<file path="config.mk">
export PLATFORM = sky130hd
export DESIGN_NAME = pes_header_parser_flat
export DESIGN_NICKNAME = d
export VERILOG_FILES = /design/src/rtl/pes_hdr_pkg.sv /design/src/rtl/pes_hdr_if.sv /design/src/rtl/pes_hdr_core.sv /design/src/rtl/pes_hdr_out.sv /design/src/rtl/pes_header_parser.sv /design/src/flat_wrapper.sv
export SDC_FILE = /design/constraint.sdc
export NUM_CORES = 1
export LEC_CHECK = 0
export BUFFER_PORTS_ARGS = -buffer_cell sky130_fd_sc_hd__buf_2
export CORE_UTILIZATION = 55
export DETAILED_ROUTE_END_ITERATION = 8
export PLACE_DENSITY = 0.76
export SKIP_LAST_GASP = 1
export SYNTH_ARGS = -nofsm -noshare
export SYNTH_HDL_FRONTEND = slang
export SYNTH_HIERARCHICAL = 1
export SYNTH_SLANG_ARGS = --single-unit
export TNS_END_PERCENT = 50
</file>
<file path="constraint.sdc">
create_clock -name clk_i -period 6.8 [get_ports clk_i]
set_input_delay 1.7 -clock clk_i [delete_from_list [all_inputs] [get_ports clk_i]]
set_output_delay 1.7 -clock clk_i [all_outputs]
set_load 0.01 [all_outputs]
</file>
<file path="src/rtl/pes_hdr_pkg.sv">
// ----------------------------------------------------------------------------
// pes_hdr_pkg
// Types, codes and helper functions shared by the PES header parser files.
// ----------------------------------------------------------------------------
`default_nettype none

package pes_hdr_pkg;

  // widths of the record fields
  localparam int unsigned PosW = 9;
  localparam int unsigned TsW  = 33;
  localparam logic [PosW-1:0] PosMax = '1;

  // result kinds
  typedef enum logic [1:0] {
    KIND_PAYLOAD = 2'd0,
    KIND_HEADER  = 2'd1,
    KIND_ERROR   = 2'd2
  } kind_e;

  // error codes
  typedef enum logic [2:0] {
    ERR_NONE      = 3'd0,
    ERR_START     = 3'd1,
    ERR_MARKER    = 3'd2,
    ERR_SHORT     = 3'd3,
    ERR_HDR_LEN   = 3'd4
  } err_e;

  // parse phases
  typedef enum logic [1:0] {
    PH_HEADER  = 2'd0,
    PH_PAYLOAD = 2'd1,
    PH_DROP    = 2'd2
  } phase_e;

  // fixed header positions and codes
  localparam logic [PosW-1:0] PosStreamId  = 9'd3;
  localparam logic [PosW-1:0] PosShortEnd  = 9'd5;
  localparam logic [PosW-1:0] PosMarker    = 9'd6;
  localparam logic [PosW-1:0] PosFlags     = 9'd7;
  localparam logic [PosW-1:0] PosHdrLen    = 9'd8;
  localparam logic [PosW-1:0] PosTsFirst   = 9'd9;
  localparam logic [1:0]      MarkerBits   = 2'b10;
  localparam logic [3:0]      TsBytes      = 4'd5;

  // one result item
  typedef struct packed {
    kind_e           kind;
    logic [7:0]      payload_byte;
    logic [7:0]      stream_kind_id;
    logic            extended_header;
    logic            pts_present;
    logic [TsW-1:0]  pts_value;
    logic            dts_present;
    logic [TsW-1:0]  dts_value;
    err_e            error_code;
    logic            end_of_packet;
  } result_t;

  // stream ids that use the short six-byte header
  function automatic logic is_short_id(input logic [7:0] id);
    return id inside {8'hBC, 8'hBE, 8'hBF, 8'hF0, 8'hF1, 8'hFF, 8'hF2, 8'hF8};
  endfunction

  // bits contributed by one of the five timestamp bytes
  function automatic logic [TsW-1:0] ts_part(input logic [2:0] k, input logic [7:0] b);
    logic [TsW-1:0] v;
    v = '0;
    case (k)
      3'd0:    v[32:30] = b[3:1];
      3'd1:    v[29:22] = b;
      3'd2:    v[21:15] = b[7:1];
      3'd3:    v[14:7]  = b;
      default: v[6:0]   = b[7:1];
    endcase
    return v;
  endfunction

endpackage

`default_nettype wire

</file>
<file path="src/rtl/pes_hdr_if.sv">
// ----------------------------------------------------------------------------
// pes_in_if / pes_out_if
// Valid/ready channels for packet bytes in and parser results out.
// ----------------------------------------------------------------------------
`default_nettype none

interface pes_in_if;
  logic       valid;
  logic       ready;
  logic [7:0] data_byte;
  logic       packet_end;

  modport source (output valid, output data_byte, output packet_end, input ready);
  modport sink   (input valid, input data_byte, input packet_end, output ready);
endinterface

interface pes_out_if;
  logic        valid;
  logic        ready;
  logic [1:0]  kind;
  logic [7:0]  payload_byte;
  logic [7:0]  stream_kind_id;
  logic        extended_header;
  logic        pts_present;
  logic [32:0] pts_value;
  logic        dts_present;
  logic [32:0] dts_value;
  logic [2:0]  error_code;
  logic        end_of_packet;

  modport source (
    output valid, output kind, output payload_byte, output stream_kind_id,
    output extended_header, output pts_present, output pts_value,
    output dts_present, output dts_value, output error_code,
    output end_of_packet, input ready
  );
  modport sink (
    input valid, input kind, input payload_byte, input stream_kind_id,
    input extended_header, input pts_present, input pts_value,
    input dts_present, input dts_value, input error_code,
    input end_of_packet, output ready
  );
endinterface

`default_nettype wire

</file>
<file path="src/rtl/pes_hdr_core.sv">
// ----------------------------------------------------------------------------
// pes_hdr_core
// Header state registers and the per-byte parse logic that builds a result.
// ----------------------------------------------------------------------------
`default_nettype none

module pes_hdr_core (
  input  wire logic                clk_i,
  input  wire logic                rst_ni,
  input  wire logic                accept_i,
  input  wire logic [7:0]          data_byte_i,
  input  wire logic                packet_end_i,
  output logic                     res_valid_o,
  output pes_hdr_pkg::result_t     res_o
);
  import pes_hdr_pkg::*;

  logic [PosW-1:0] pos_q, pos_d;
  phase_e          phase_q, phase_d;
  logic [7:0]      sid_q, sid_d;
  logic            ext_q, ext_d;
  logic [1:0]      tsf_q, tsf_d;
  logic [7:0]      hdl_q, hdl_d;
  logic [TsW-1:0]  pts_q, pts_d;
  logic [TsW-1:0]  dts_q, dts_d;

  logic            first;
  phase_e          phase_e_cur;
  logic [PosW-1:0] k;
  logic [PosW-1:0] k_dts;
  logic [3:0]      need;
  logic            header_done;
  err_e            err;

  assign first = (pos_q == '0);
  assign k     = pos_q - PosTsFirst;
  assign k_dts = k - PosW'(TsBytes);

  // parse one byte
  always_comb begin
    phase_e_cur = first ? PH_HEADER : phase_q;
    sid_d       = first ? '0 : sid_q;
    ext_d       = first ? 1'b0 : ext_q;
    tsf_d       = first ? '0 : tsf_q;
    hdl_d       = first ? '0 : hdl_q;
    pts_d       = first ? '0 : pts_q;
    dts_d       = first ? '0 : dts_q;
    need        = (tsf_d[1] ? TsBytes : 4'd0) + (tsf_d[0] ? TsBytes : 4'd0);
    header_done = 1'b0;
    err         = ERR_NONE;

    if (phase_e_cur == PH_HEADER) begin
      if (pos_q < PosStreamId) begin
        if (data_byte_i != ((pos_q == 9'd2) ? 8'h01 : 8'h00)) begin
          err = ERR_START;
        end
      end else if (pos_q == PosStreamId) begin
        sid_d = data_byte_i;
        ext_d = ~is_short_id(data_byte_i);
      end else if (pos_q == PosShortEnd) begin
        header_done = ~ext_d;
      end else if (pos_q == PosMarker) begin
        if (data_byte_i[7:6] != MarkerBits) begin
          err = ERR_MARKER;
        end
      end else if (pos_q == PosFlags) begin
        tsf_d = data_byte_i[7:6];
      end else if (pos_q == PosHdrLen) begin
        hdl_d = data_byte_i;
        if (data_byte_i < {4'd0, need}) begin
          err = ERR_HDR_LEN;
        end else if (data_byte_i == 8'd0) begin
          header_done = 1'b1;
        end
      end else if (pos_q > PosHdrLen) begin
        // timestamp bytes, pts first
        if (tsf_d[1]) begin
          if (k < PosW'(TsBytes)) begin
            pts_d = pts_d | ts_part(k[2:0], data_byte_i);
          end else if (k < PosW'(2 * TsBytes) && tsf_d[0]) begin
            dts_d = dts_d | ts_part(k_dts[2:0], data_byte_i);
          end
        end else if (tsf_d[0] && k < PosW'(TsBytes)) begin
          dts_d = dts_d | ts_part(k[2:0], data_byte_i);
        end
        header_done = (pos_q == PosHdrLen + {1'b0, hdl_d});
      end
      if (err == ERR_NONE && !header_done && packet_end_i) begin
        err = ERR_SHORT;
      end
    end
  end

  // result and next phase
  always_comb begin
    res_o        = '0;
    res_o.kind   = KIND_PAYLOAD;
    res_o.error_code = ERR_NONE;
    res_valid_o  = 1'b0;
    phase_d      = phase_e_cur;
    case (phase_e_cur)
      PH_PAYLOAD: begin
        res_valid_o        = 1'b1;
        res_o.payload_byte = data_byte_i;
      end
      PH_HEADER: begin
        if (err != ERR_NONE) begin
          res_valid_o      = 1'b1;
          res_o.kind       = KIND_ERROR;
          res_o.error_code = err;
          phase_d          = PH_DROP;
        end else if (header_done) begin
          res_valid_o           = 1'b1;
          res_o.kind            = KIND_HEADER;
          res_o.stream_kind_id  = sid_d;
          res_o.extended_header = ext_d;
          res_o.pts_present     = tsf_d[1];
          res_o.pts_value       = tsf_d[1] ? pts_d : '0;
          res_o.dts_present     = tsf_d[0];
          res_o.dts_value       = tsf_d[0] ? dts_d : '0;
          phase_d               = PH_PAYLOAD;
        end
      end
      default: begin
        phase_d = phase_e_cur;
      end
    endcase
    res_o.end_of_packet = res_valid_o & packet_end_i;
    if (packet_end_i) begin
      phase_d = PH_HEADER;
    end
    if (packet_end_i) begin
      pos_d = '0;
    end else if (pos_q != PosMax) begin
      pos_d = pos_q + 1'b1;
    end else begin
      pos_d = pos_q;
    end
  end

  // state registers
  always_ff @(posedge clk_i or negedge rst_ni) begin
    if (!rst_ni) begin
      pos_q   <= '0;
      phase_q <= PH_HEADER;
      sid_q   <= '0;
      ext_q   <= 1'b0;
      tsf_q   <= '0;
      hdl_q   <= '0;
      pts_q   <= '0;
      dts_q   <= '0;
    end else if (accept_i) begin
      pos_q   <= pos_d;
      phase_q <= phase_d;
      sid_q   <= sid_d;
      ext_q   <= ext_d;
      tsf_q   <= tsf_d;
      hdl_q   <= hdl_d;
      pts_q   <= pts_d;
      dts_q   <= dts_d;
    end
  end

endmodule

`default_nettype wire

</file>
<file path="src/rtl/pes_hdr_out.sv">
// ----------------------------------------------------------------------------
// pes_hdr_out
// Result register; frees itself in the same cycle the receiver takes it.
// ----------------------------------------------------------------------------
`default_nettype none

module pes_hdr_out (
  input  wire logic                clk_i,
  input  wire logic                rst_ni,
  input  wire logic                load_i,
  input  wire logic                res_valid_i,
  input  wire pes_hdr_pkg::result_t res_i,
  input  wire logic                out_ready_i,
  output logic                     in_ready_o,
  output logic                     out_valid_o,
  output pes_hdr_pkg::result_t     out_data_o
);
  import pes_hdr_pkg::*;

  logic    valid_q;
  result_t data_q;

  // room when empty or draining this cycle
  assign in_ready_o  = ~valid_q | out_ready_i;
  assign out_valid_o = valid_q;
  assign out_data_o  = data_q;

  // valid flag
  always_ff @(posedge clk_i or negedge rst_ni) begin
    if (!rst_ni) begin
      valid_q <= 1'b0;
    end else if (load_i) begin
      valid_q <= res_valid_i;
    end else if (out_ready_i) begin
      valid_q <= 1'b0;
    end
  end

  // payload
  always_ff @(posedge clk_i) begin
    if (load_i && res_valid_i) begin
      data_q <= res_i;
    end
  end

endmodule

`default_nettype wire

</file>
<file path="src/rtl/pes_header_parser.sv">
// ----------------------------------------------------------------------------
// pes_header_parser
// MPEG-2 PES header parser: one packet byte in, at most one result out.
//
// in_i carries one packet byte per transaction with packet_end on the last
// byte; the next byte opens a new packet. out_o carries results:
// a header record when the header is complete, then one transaction per
// payload byte, or a single error record after which the packet is dropped.
// A byte is parsed in the cycle it is taken and its result is registered,
// so a result shows in the cycle after its byte. One byte is taken every cycle
// while the result register is empty or being read in that same cycle;
// the throughput is one byte per cycle, set by the result register alone.
// When the receiver stalls, the pending result holds and in_i.ready drops
// until it is taken. Reset clears all header state and the result register;
// the first byte after reset is byte 0 of a packet.
// ----------------------------------------------------------------------------
`default_nettype none

module pes_header_parser (
  input  wire logic clk_i,
  input  wire logic rst_ni,
  pes_in_if.sink    in_i,
  pes_out_if.source out_o
);
  import pes_hdr_pkg::*;

  logic    accept;
  logic    in_ready;
  logic    res_valid;
  result_t res;
  result_t out_data;

  assign in_i.ready = in_ready;
  assign accept     = in_i.valid & in_ready;

  // byte parser and header state
  pes_hdr_core u_core (
    .clk_i        (clk_i),
    .rst_ni       (rst_ni),
    .accept_i     (accept),
    .data_byte_i  (in_i.data_byte),
    .packet_end_i (in_i.packet_end),
    .res_valid_o  (res_valid),
    .res_o        (res)
  );

  // result register
  pes_hdr_out u_out (
    .clk_i       (clk_i),
    .rst_ni      (rst_ni),
    .load_i      (accept),
    .res_valid_i (res_valid),
    .res_i       (res),
    .out_ready_i (out_o.ready),
    .in_ready_o  (in_ready),
    .out_valid_o (out_o.valid),
    .out_data_o  (out_data)
  );

  // unpack result fields
  assign out_o.kind            = out_data.kind;
  assign out_o.payload_byte    = out_data.payload_byte;
  assign out_o.stream_kind_id  = out_data.stream_kind_id;
  assign out_o.extended_header = out_data.extended_header;
  assign out_o.pts_present     = out_data.pts_present;
  assign out_o.pts_value       = out_data.pts_value;
  assign out_o.dts_present     = out_data.dts_present;
  assign out_o.dts_value       = out_data.dts_value;
  assign out_o.error_code      = out_data.error_code;
  assign out_o.end_of_packet   = out_data.end_of_packet;

endmodule

`default_nettype wire

</file>
<file path="src/flat_wrapper.sv">
// flat-port wrapper written by rule: the top's interface ports become plain ports
module pes_header_parser_flat import pes_hdr_pkg::*;
  (clk_i, rst_ni, in_i_valid, in_i_data_byte, in_i_packet_end, in_i_ready, out_o_valid, out_o_kind, out_o_payload_byte, out_o_stream_kind_id, out_o_extended_header, out_o_pts_present, out_o_pts_value, out_o_dts_present, out_o_dts_value, out_o_error_code, out_o_end_of_packet, out_o_ready);
  pes_in_if in_i_i ();
  pes_out_if out_o_i ();
  input  wire logic clk_i;
  input  wire logic rst_ni;
  input wire logic [$bits(in_i_i.valid)-1:0] in_i_valid;
  input wire logic [$bits(in_i_i.data_byte)-1:0] in_i_data_byte;
  input wire logic [$bits(in_i_i.packet_end)-1:0] in_i_packet_end;
  output wire logic [$bits(in_i_i.ready)-1:0] in_i_ready;
  output wire logic [$bits(out_o_i.valid)-1:0] out_o_valid;
  output wire logic [$bits(out_o_i.kind)-1:0] out_o_kind;
  output wire logic [$bits(out_o_i.payload_byte)-1:0] out_o_payload_byte;
  output wire logic [$bits(out_o_i.stream_kind_id)-1:0] out_o_stream_kind_id;
  output wire logic [$bits(out_o_i.extended_header)-1:0] out_o_extended_header;
  output wire logic [$bits(out_o_i.pts_present)-1:0] out_o_pts_present;
  output wire logic [$bits(out_o_i.pts_value)-1:0] out_o_pts_value;
  output wire logic [$bits(out_o_i.dts_present)-1:0] out_o_dts_present;
  output wire logic [$bits(out_o_i.dts_value)-1:0] out_o_dts_value;
  output wire logic [$bits(out_o_i.error_code)-1:0] out_o_error_code;
  output wire logic [$bits(out_o_i.end_of_packet)-1:0] out_o_end_of_packet;
  input wire logic [$bits(out_o_i.ready)-1:0] out_o_ready;
  assign in_i_i.valid = in_i_valid;
  assign in_i_i.data_byte = in_i_data_byte;
  assign in_i_i.packet_end = in_i_packet_end;
  assign in_i_ready = in_i_i.ready;
  assign out_o_valid = out_o_i.valid;
  assign out_o_kind = out_o_i.kind;
  assign out_o_payload_byte = out_o_i.payload_byte;
  assign out_o_stream_kind_id = out_o_i.stream_kind_id;
  assign out_o_extended_header = out_o_i.extended_header;
  assign out_o_pts_present = out_o_i.pts_present;
  assign out_o_pts_value = out_o_i.pts_value;
  assign out_o_dts_present = out_o_i.dts_present;
  assign out_o_dts_value = out_o_i.dts_value;
  assign out_o_error_code = out_o_i.error_code;
  assign out_o_end_of_packet = out_o_i.end_of_packet;
  assign out_o_i.ready = out_o_ready;
  pes_header_parser u_core (.clk_i(clk_i), .rst_ni(rst_ni), .in_i(in_i_i), .out_o(out_o_i));
endmodule
</file>
==> results of run 1 <==
[report_power, final]
group	switching (mW)	total, mW	internal (mW)	leakage, nW
Clock	0.442	0.952	0.510	0.268
Sequential	0.0802	1.50	1.42	2.24
Combinational	0.598	0.847	0.249	1.38
[through the flow]
stage | util | total power, mW
floorplan | - | 2.06
global placement | 0.607 | 2.35
detailed placement | 0.607 | 2.35
CTS | 0.644 | 3.30
global route | 0.644 | 3.46
finish | 0.644 | 3.30
[per-layer routing]
layer  wire, um  vias to the layer above  global-route usage
met5          0                        -                   0
met4        702                        0               0.134
met3       1530                       54              0.0486
met2       9810                      303               0.409
met1       8820                     3261               0.376
li1           -                     3093                   -
[layout by cell type, fill, tap and decap left out, types with 3 or more instances in the layout]
cell type | Yosys | layout
a22o_1 | 25 | 25
xor2_1 | 6 | 6
nand2b_1 | 12 | 12
a21oi_1 | 23 | 23
o21ai_1 | 4 | 4
inv_6 | 0 | 3
clkbuf_16 | 0 | 17
dfrtp_1 | 97 | 97
clkinvlp_4 | 0 | 4
a32o_1 | 9 | 9
buf_2 | 11 | 104
buf_4 | 1 | 6
edfxtp_1 | 91 | 91
and2_1 | 26 | 26
nand3_1 | 19 | 19
nand2_1 | 96 | 95
xnor2_1 | 6 | 6
inv_1 | 16 | 16
nor2_1 | 85 | 85
or3_1 | 6 | 6
nor2b_1 | 5 | 5
o21ai_0 | 73 | 73
nor3_2 | 3 | 4
a31oi_1 | 3 | 3
a22oi_1 | 68 | 68
ha_1 | 16 | 16
nor3_1 | 9 | 8
or4_1 | 3 | 3
[final cells by class]
cell class	instances	area [um2]	share of cell area
timing repair buffer	110	566	0.0570
sequential	188	5160	0.520
multi-input combinational	548	3310	0.333
clock buffer	17	425	0.0428
clock inverter	15	140	0.0141
tap	211	264	0.0266
inverter	17	63.8	0.00643
[worst max-delay path, delay by kind of cell, from the launching register on]
kind | cells | cell delay, ns
simple gates | 4 | 1.78
compound gates | 4 | 1.11
buf+inv | 5 | 0.97
fa+ha+maj | 3 | 0.92
flops | 1 | 0.54
[cells in the mapped netlist, types with 5 or more instances]
master,number
a21oi_1,23
a22o_1,25
a22oi_1,68
a32o_1,9
and2_1,26
buf_2,11
buf_6,6
clkbuf_1,41
dfrtp_1,97
edfxtp_1,91
ha_1,16
inv_1,16
nand2_1,96
nand2b_1,12
nand3_1,19
nor2_1,85
nor2b_1,5
nor3_1,9
o21ai_0,73
or3_1,6
xnor2_1,6
xor2_1,6
[worst max path at each step]
stage          slack (ns)              startpoint                     endpoint  cells after the start
3_5_place_dp         1.21  u_core/u_core/pos_q[0]  u_core/u_out/out_data_o[42]                     16
2_1_floorplan        2.04       in_i_data_byte[7]   u_core/u_out/out_data_o[0]                      9
5_1_grt              0.70  u_core/u_core/pos_q[0]  u_core/u_out/out_data_o[44]                     16
6_report             1.13  u_core/u_core/pos_q[0]  u_core/u_out/out_data_o[42]                     16
4_1_cts              1.21  u_core/u_core/pos_q[0]  u_core/u_out/out_data_o[61]                     16
3_3_place_gp         1.35  u_core/u_core/pos_q[0]  u_core/u_out/out_data_o[44]                     16
[registers in the layout (all words and copies together), names as in the netlist, 2 cells and up]
name                     cells
u_core/u_out/out_data_o     91
u_core/u_core/dts_q         33
u_core/u_core/pts_q         33
u_core/u_core/pos_q          9
u_core/u_core/hdl_q          8
u_core/u_core/sid_q          8
u_core/u_core/phase_q        2
u_core/u_core/tsf_q          2
[cell families after synthesis]
logic type | after synthesis
DFF | 188
and+or+nand+nor | 286
AOI/OAI and AO/OA | 231
buffers and inverters | 80
muxes | 3
xor gates and xnor gates | 12
adders and majority gates | 16
==> results_dict.tcl, run 1 <==
set metrics [dict create \
    final_area_um2 9930 \
    slew_headroom 0.225 \
    required_ns 6.92 \
    place_ws_ns 1.21 \
    cp_cell_sequence "inv_1 > ha_1 > nand4_4 > nand2_1 > inv_1 > ha_1 > inv_1 > ha_1 > o21ai_0 > o21ai_0 > a32oi_1 > o32a_1 > inv_1 > or3_1 > and2_4 > buf_4" \
    critical_path.slowest_cell "and2_4" \
    firstDrtPassIters 6 \
    yosys_most_used_dff "dfrtp_1" \
    placed_cell_area_um2 9360 \
    p_per_area_nw_per_um2 332 \
    ys_ff_latch 188 \
    timing.rr.end "u_core/u_out/out_data_o[42]" \
    fillCellCount 1244 \
    num_rows 45 \
    peakVddDrop_mv 0.252 \
    grt_pass1_wl_mm 33.3 \
    drt_first_iter_violations 731 \
    synth_edf_count 91 \
    grt_setup_unrepaired "false" \
    yosys-top-cells-area "edfxtp_1, dfrtp_1, a22oi_1" \
    grt_pass1_vias 6136 \
    leakagePower_nw 3.88 \
    cts.sinks 188 \
    drive_gt1_frac 0.178 \
    syn_inst 816 \
    syn_to_final_growth_pct 12.6 \
    worst_slack_ns 1.13 \
    max_cap_violations 0 \
    clk_path_buf_depth 2 \
    drc_errors 0 \
    via_per_inst 6.07 \
    antenna_cells 0 \
    netlist_area_um2 8820 \
    criticalPathCategory "reg -> reg" \
    cp-start-kind "flip-flop" \
    ys_async_sr_fraction 0.516 \
    cts_resized 0 \
    dp_cells 1074 \
    setup_violations 0 \
    die_x_um 129 \
    ys_warn_count 6 \
    cts_tree "done" \
    r2r_cells 16 \
    post_cts_buffers 0 \
    fin_crit_sh 0.833 \
    clk_pin_slew_ns 0.07 \
    cp.arrival_ns 5.79 \
    clock_latency_ns 0.44 \
    synth_top_family_by_area "compound AO/OA/AOI/OAI gates" \
    hpwl_mm 13.2 \
    postRouteAntennaNets 0 \
    finalNonFillerCells 1106 \
    cts-root-buf "clkbuf_16" \
    crit_fanout 73 \
    synth_largest_area_cell "edfxtp_1" \
    routabilityCongestion 0.949 \
    synth.area.mux_share 0.00355 \
    synthDistinctLibCells 68 \
    die_area_um2 16500 \
    grt_max_degree 74 \
    htreeDepth 4 \
    io_pins 106 \
    cts_buffers 17 \
    hold_class "reg -> reg" \
    start_util 0.572 \
    synth_nets 845 \
    num_vias 6711 \
    synthAdderAreaFrac 0.0227 \
    whs_endpoint "u_core/u_core/dts_q[25]" \
    hold_violations 0 \
    synth_top_area_share 0.310 \
    skew_ns 0.00891 \
    wire_per_inst_um 18.9 \
    drt_wl_total_mm 20.9 \
    fin_setup_tns_ns 0 \
    synthXorXnorAreaFrac 0.0119 \
    grt_overflow 0 \
    cp_common_cell "inv_1" \
    cts_hold_buffers 0 \
    worst_slew_pin_slew_ns 1.16 \
    fp.coreArea_um2 15400 \
    synth_simple_gate_area_share 0.158 \
    track_usage 0.269 \
    hold_slack_ns 0.480 \
    synth_compound_area_frac 0.178 \
    avgSynthCellArea_um2 10.8 \
    hp-start "u_core/u_core/dts_q[25]" \
    antenna_found_initial 0 \
    drv_slew 0 \
    status "finished clean" \
    ys_seq_area_frac 0.585 \
    max_freq_ghz 0.176 \
    period_needed_ns 5.67 \
    cp-end-kind "flip-flop" \
    hold_depth 2 \
    rrSetupSlack_ns 1.13 \
    nets 911 \
    timing.rr.start "u_core/u_core/pos_q[0]" \
    port_buffers 105 \
    die_h_um 129 \
    cpPeakStageDelay_ns 0.75 \
]
Note: power is estimated with default switching activity, not from simulation.
==> run 2: changes to the inputs <==
- CORE_UTILIZATION: 55 -> 53
- PLACE_DENSITY: 0.76 -> 0.77
- clock period: 6.8 -> 5.19 ns (I/O delays scaled with it)
==> results_dict.tcl, run 2 (same netlist as run 1, synthesis figures left out) <==
set metrics [dict create \
    r2r_cells 17 \
    clkPwrFrac 0.279 \
    antenna_cells 0 \
    status "finished clean" \
    start_util 0.549 \
    p_int_mw 2.86 \
    seqPwrFrac 0.445 \
    leakagePower_nw 3.93 \
    drv_slew 0 \
    largest_register_ffs 91 \
    htreeDepth 4 \
    port_buffers 105 \
    die_area_um2 17200 \
    hold_violations 0 \
    hold_slack_ns 0.482 \
    num_rows 46 \
    max_freq_ghz 0.216 \
    num_vias 6812 \
    hold_class "reg -> reg" \
    slew_headroom 0.257 \
    timing.rr.start "u_core/u_core/pos_q[0]" \
    cp.arrival_ns 4.78 \
    period_needed_ns 4.64 \
    clk_pin_slew_ns 0.07 \
    p_comb_frac 0.275 \
    cp_common_cell "inv_1" \
    crit_start "u_core/u_core/pos_q[0]" \
    worst_slew_pin_slew_ns 1.11 \
    crit_fanout 31 \
    nets 923 \
    skew_ns 0.0111 \
    finalNonFillerCells 1123 \
    required_ns 5.33 \
    final_cell_mix "buf_2, dfrtp_1, nand2_1" \
    cts_resized 0 \
    track_usage 0.260 \
    die_x_um 131 \
    final_common_cell "buf_2" \
    cp-start-kind "flip-flop" \
    criticalPathCategory "reg -> reg" \
    antenna_found_initial 0 \
    cts_hold_buffers 0 \
    drt_first_iter_violations 857 \
    dp_cells 1091 \
    clock_latency_ns 0.44 \
    fp.coreArea_um2 16100 \
    postRouteAntennaNets 0 \
    grt_overflow 0 \
    io_pins 106 \
    routabilityCongestion 0.937 \
    cp_cell_sequence "inv_1 > ha_1 > nand4_4 > nand2_1 > inv_1 > ha_1 > inv_1 > ha_1 > o21ai_0 > o21ai_0 > a32oi_1 > o32a_1 > buf_4 > inv_1 > or3_1 > and2_4 > buf_4" \
    switching_power_mw 1.49 \
    cpLargestDelayFamily "buffers and inverters" \
    die_h_um 131 \
    max_cap_violations 0 \
    firstDrtPassIters 8 \
    peakVddDrop_mv 0.271 \
    via_per_inst 6.07 \
    post_cts_buffers 0 \
    syn_to_final_growth_pct 13.7 \
    grt_pass1_wl_mm 33.2 \
    cts_buffers 17 \
    grt_max_degree 68 \
    critical_path.slowest_cell "dfrtp_1" \
    rrSetupSlack_ns 0.55 \
    cp-end-kind "flip-flop" \
    grt_setup_unrepaired "false" \
    hpwl_mm 14.0 \
    p_per_area_nw_per_um2 433 \
    cpPeakStageDelay_ns 0.54 \
    drive_gt1_frac 0.186 \
    p_sw_frac 0.342 \
    fin_crit_sh 0.894 \
    drt_wl_total_mm 21.4 \
    crit_buf_inv 6 \
    timing.rr.end "u_core/u_out/out_data_o[34]" \
    setup.worst_path.end "u_core/u_out/out_data_o[34]" \
    post-route-util 0.624 \
    setup_violations 0 \
    cts.sinks 188 \
    cts-root-buf "clkbuf_16" \
    grt_pass1_vias 6261 \
    drc_errors 0 \
    path_depth 17 \
    wire_per_inst_um 19.0 \
    cts_tree "done" \
    fin_setup_tns_ns 0 \
    clk_path_buf_depth 2 \
]
run 2: final cells by class:
cell class	instances	area (um2)
Inverter	17	63.8
Clock buffer	20	447
Timing Repair Buffer	122	668
Multi-Input combinational cell	548	3310
Tap cell	216	270
Fill cell	1288	6030
Clock inverter	12	109
Sequential cell	188	5160
run 2: layer usage:
layer	share of wire	global-route usage
met1	0.42	0.353
met2	0.48	0.415
met3	0.076	0.0485
met4	0.023	0.105
met5	0	0
run 2: worst reg2reg max path, cell delays in order (launching register included):
cell     delay (ns)
dfrtp_1        0.54
inv_1          0.26
ha_1           0.39
nand4_4        0.15
nand2_1        0.19
inv_1          0.09
ha_1           0.31
inv_1          0.05
ha_1           0.25
o21ai_0        0.10
o21ai_0        0.43
a32oi_1        0.09
o32a_1         0.35
buf_4          0.19
inv_1          0.09
or3_1          0.10
and2_4         0.43
buf_4          0.31
run 2: worst min-delay path by stage:
stage / startpoint / end / slack (ns) / cells past startpoint
final: u_core/u_core/pts_q[12] / u_core/u_core/pts_q[12] / 0.48 / 2
after global routing: u_core/u_core/pts_q[21] / u_core/u_core/pts_q[21] / 0.50 / 2
after CTS: u_core/u_core/pts_q[3] / u_core/u_core/pts_q[3] / 0.49 / 2
after detailed placement: u_core/u_core/pts_q[3] / u_core/u_core/pts_q[3] / 0.47 / 2
after global placement: u_core/u_core/dts_q[27] / u_core/u_core/dts_q[27] / 0.46 / 2
after floorplan: u_core/u_core/dts_q[30] / u_core/u_core/dts_q[30] / 0.45 / 2
run 2: power groups by stage:
stage / logic [mW] / registers, mW / clock network [mW]
after floorplan: 0.620 / 2.07 / 0
after global placement: 1.16 / 1.96 / 0
after detailed placement: 1.17 / 1.96 / 0
after CTS: 1.18 / 1.94 / 1.23
after global routing: 1.30 / 1.96 / 1.27
final: 1.20 / 1.93 / 1.21
run 2: per-stage QoR:
step	power [mW]	worst slack [ns]	area, um2
5_1_grt	4.53	0.237	10000
4_1_cts	4.34	0.601	10000
2_1_floorplan	2.69	0.836	8820
3_5_place_dp	3.14	0.610	9470
3_3_place_gp	3.12	0.702	9470
6_report	4.34	0.550	10000
==> run 3: changes to the inputs <==
- REMOVE_ABC_BUFFERS: default -> 1
==> results_dict.tcl, run 3 (same netlist as run 1, synthesis figures left out) <==
set metrics [dict create \
    status "finished clean" \
    crit_start "u_core/u_core/pos_q[0]" \
    grt_setup_unrepaired "false" \
    hold_slack_ns 0.483 \
    fin_setup_tns_ns 0 \
    final_cell_mix "buf_2, dfrtp_1, nand2_1" \
    clk_path_buf_depth 2 \
    drc_errors 0 \
    cp-start-kind "flip-flop" \
    rrSetupSlack_ns 0.52 \
    firstDrtPassIters 5 \
    num_vias 6810 \
    fp.coreArea_um2 16100 \
    postRouteAntennaNets 0 \
    skew_ns 0.0118 \
    leakagePower_nw 3.95 \
    timing.rr.start "u_core/u_core/pos_q[0]" \
    worst_slew_pin_slew_ns 1.23 \
    cts_hold_buffers 0 \
    cts.sinks 188 \
    die_h_um 131 \
    cp_common_cell "inv_1" \
    antenna_found_initial 0 \
    drt_wl_total_mm 21.5 \
    clk_pin_slew_ns 0.07 \
    slew_headroom 0.178 \
    fillCellCount 1251 \
    drive_gt1_frac 0.186 \
    drv_slew 0 \
    fin_crit_sh 0.900 \
    worst_slack_ns 0.517 \
    timing.rr.end "u_core/u_out/out_valid_o" \
    crit_buf_inv 6 \
    antenna_cells 0 \
    criticalPathCategory "reg -> reg" \
    cts_resized 0 \
    die_area_um2 17200 \
    die_x_um 131 \
    grt_pass1_wl_mm 33.5 \
    setup_violations 0 \
    clock_latency_ns 0.44 \
    hold_violations 0 \
    num_rows 46 \
    hpwl_mm 13.9 \
    grt_overflow 0 \
    cts-root-buf "clkbuf_16" \
    nets 921 \
    cp-end-kind "flip-flop" \
    grt_pass1_vias 6315 \
    track_usage 0.260 \
    cp_cell_sequence "inv_1 > ha_1 > nand4_4 > nand2_1 > inv_1 > ha_1 > inv_1 > ha_1 > a211oi_1 > o21ai_0 > a32oi_1 > o32a_1 > buf_4 > inv_1 > or3_1 > and2_4 > buf_12 > o21bai_1" \
    required_ns 5.50 \
    max_freq_ghz 0.214 \
    syn_to_final_growth_pct 14.1 \
    hold_class "reg -> reg" \
    wire_per_inst_um 19.2 \
    port_buffers 105 \
    via_per_inst 6.07 \
    drt_first_iter_violations 755 \
    hp-start "u_core/u_core/dts_q[22]" \
    routabilityCongestion 0.906 \
    peakVddDrop_mv 0.279 \
    largest_register_ffs 91 \
    cpLargestDelayFamily "compound AO/OA/AOI/OAI gates" \
    p_total_mw 4.47 \
    post-route-util 0.627 \
    ff_latch_area_um2 5160 \
    cpPeakStageDelay_ns 0.55 \
    whs_endpoint "u_core/u_core/dts_q[22]" \
    final_common_cell "buf_2" \
    start_util 0.549 \
    cts_buffers 17 \
    place_ws_ns 0.669 \
    period_needed_ns 4.67 \
    critical_path.slowest_cell "dfrtp_1" \
    io_pins 106 \
    multi_input_area_um2 3310 \
    crit_fanout 87 \
    cp.arrival_ns 4.98 \
    max_cap_violations 0 \
    post_cts_buffers 0 \
    hold_depth 2 \
    p_per_area_nw_per_um2 444 \
    htreeDepth 4 \
    grt_max_degree 88 \
    cts_tree "done" \
    r2r_cells 18 \
]
-- run 3: per-stage QoR --
stage,cells,cell area [um2]
floorplan,753,8520
global placement,1089,9450
detailed placement,1089,9450
CTS,1121,10100
global route,1121,10100
finish,1121,10100
-- run 3: where the power goes --
group / total [mW] / internal (mW) / switching (mW) / leakage [nW]
clock network: 1.34 / 0.768 / 0.576 / 0.287
registers: 1.95 / 1.86 / 0.0946 / 2.24
logic: 1.17 / 0.356 / 0.816 / 1.43
total: 4.47 / 2.98 / 1.49 / 3.95
-- run 3: worst max-delay path by stage --
| stage | to | slack, ns | cells past startpoint |
|---|---|---|---|
| 5_1_grt | u_core/u_out/out_data_o[14] | 0.23 | 14 |
| 3_3_place_gp | u_core/u_out/out_data_o[68] | 0.73 | 10 |
| 6_report | u_core/u_out/out_valid_o | 0.52 | 18 |
| 4_1_cts | u_core/u_out/out_data_o[71] | 0.63 | 17 |
| 2_1_floorplan | u_core/u_out/out_data_o[0] | -0.20 | 15 |
| 3_5_place_dp | u_core/u_out/out_data_o[71] | 0.67 | 10 |
-- run 3: layout make-up --
class | count | area share
flip-flops and latches | 188 | 0.513
multi-input cells | 548 | 0.328
repair buffers | 120 | 0.0649
clock buffers | 18 | 0.0426
well taps | 216 | 0.0269
clock inverters | 14 | 0.0182
inverters | 17 | 0.00634
-- run 3: per-layer routing --
metal | wire, um | vias up | global-route usage | part of all wire
met3 | 1380 | 44 | 0.0403 | 0.064
met2 | 10400 | 328 | 0.418 | 0.48
li1 | - | 3118 | - | -
met4 | 553 | 0 | 0.114 | 0.026
met5 | 0 | - | 0 | 0
met1 | 9150 | 3320 | 0.352 | 0.43
-- run 3: tightest hold or removal path, cell delays in order (launching register included) --
cell     delay [ns]
dfrtp_1        0.34
nand2_1        0.04
o21ai_0        0.06
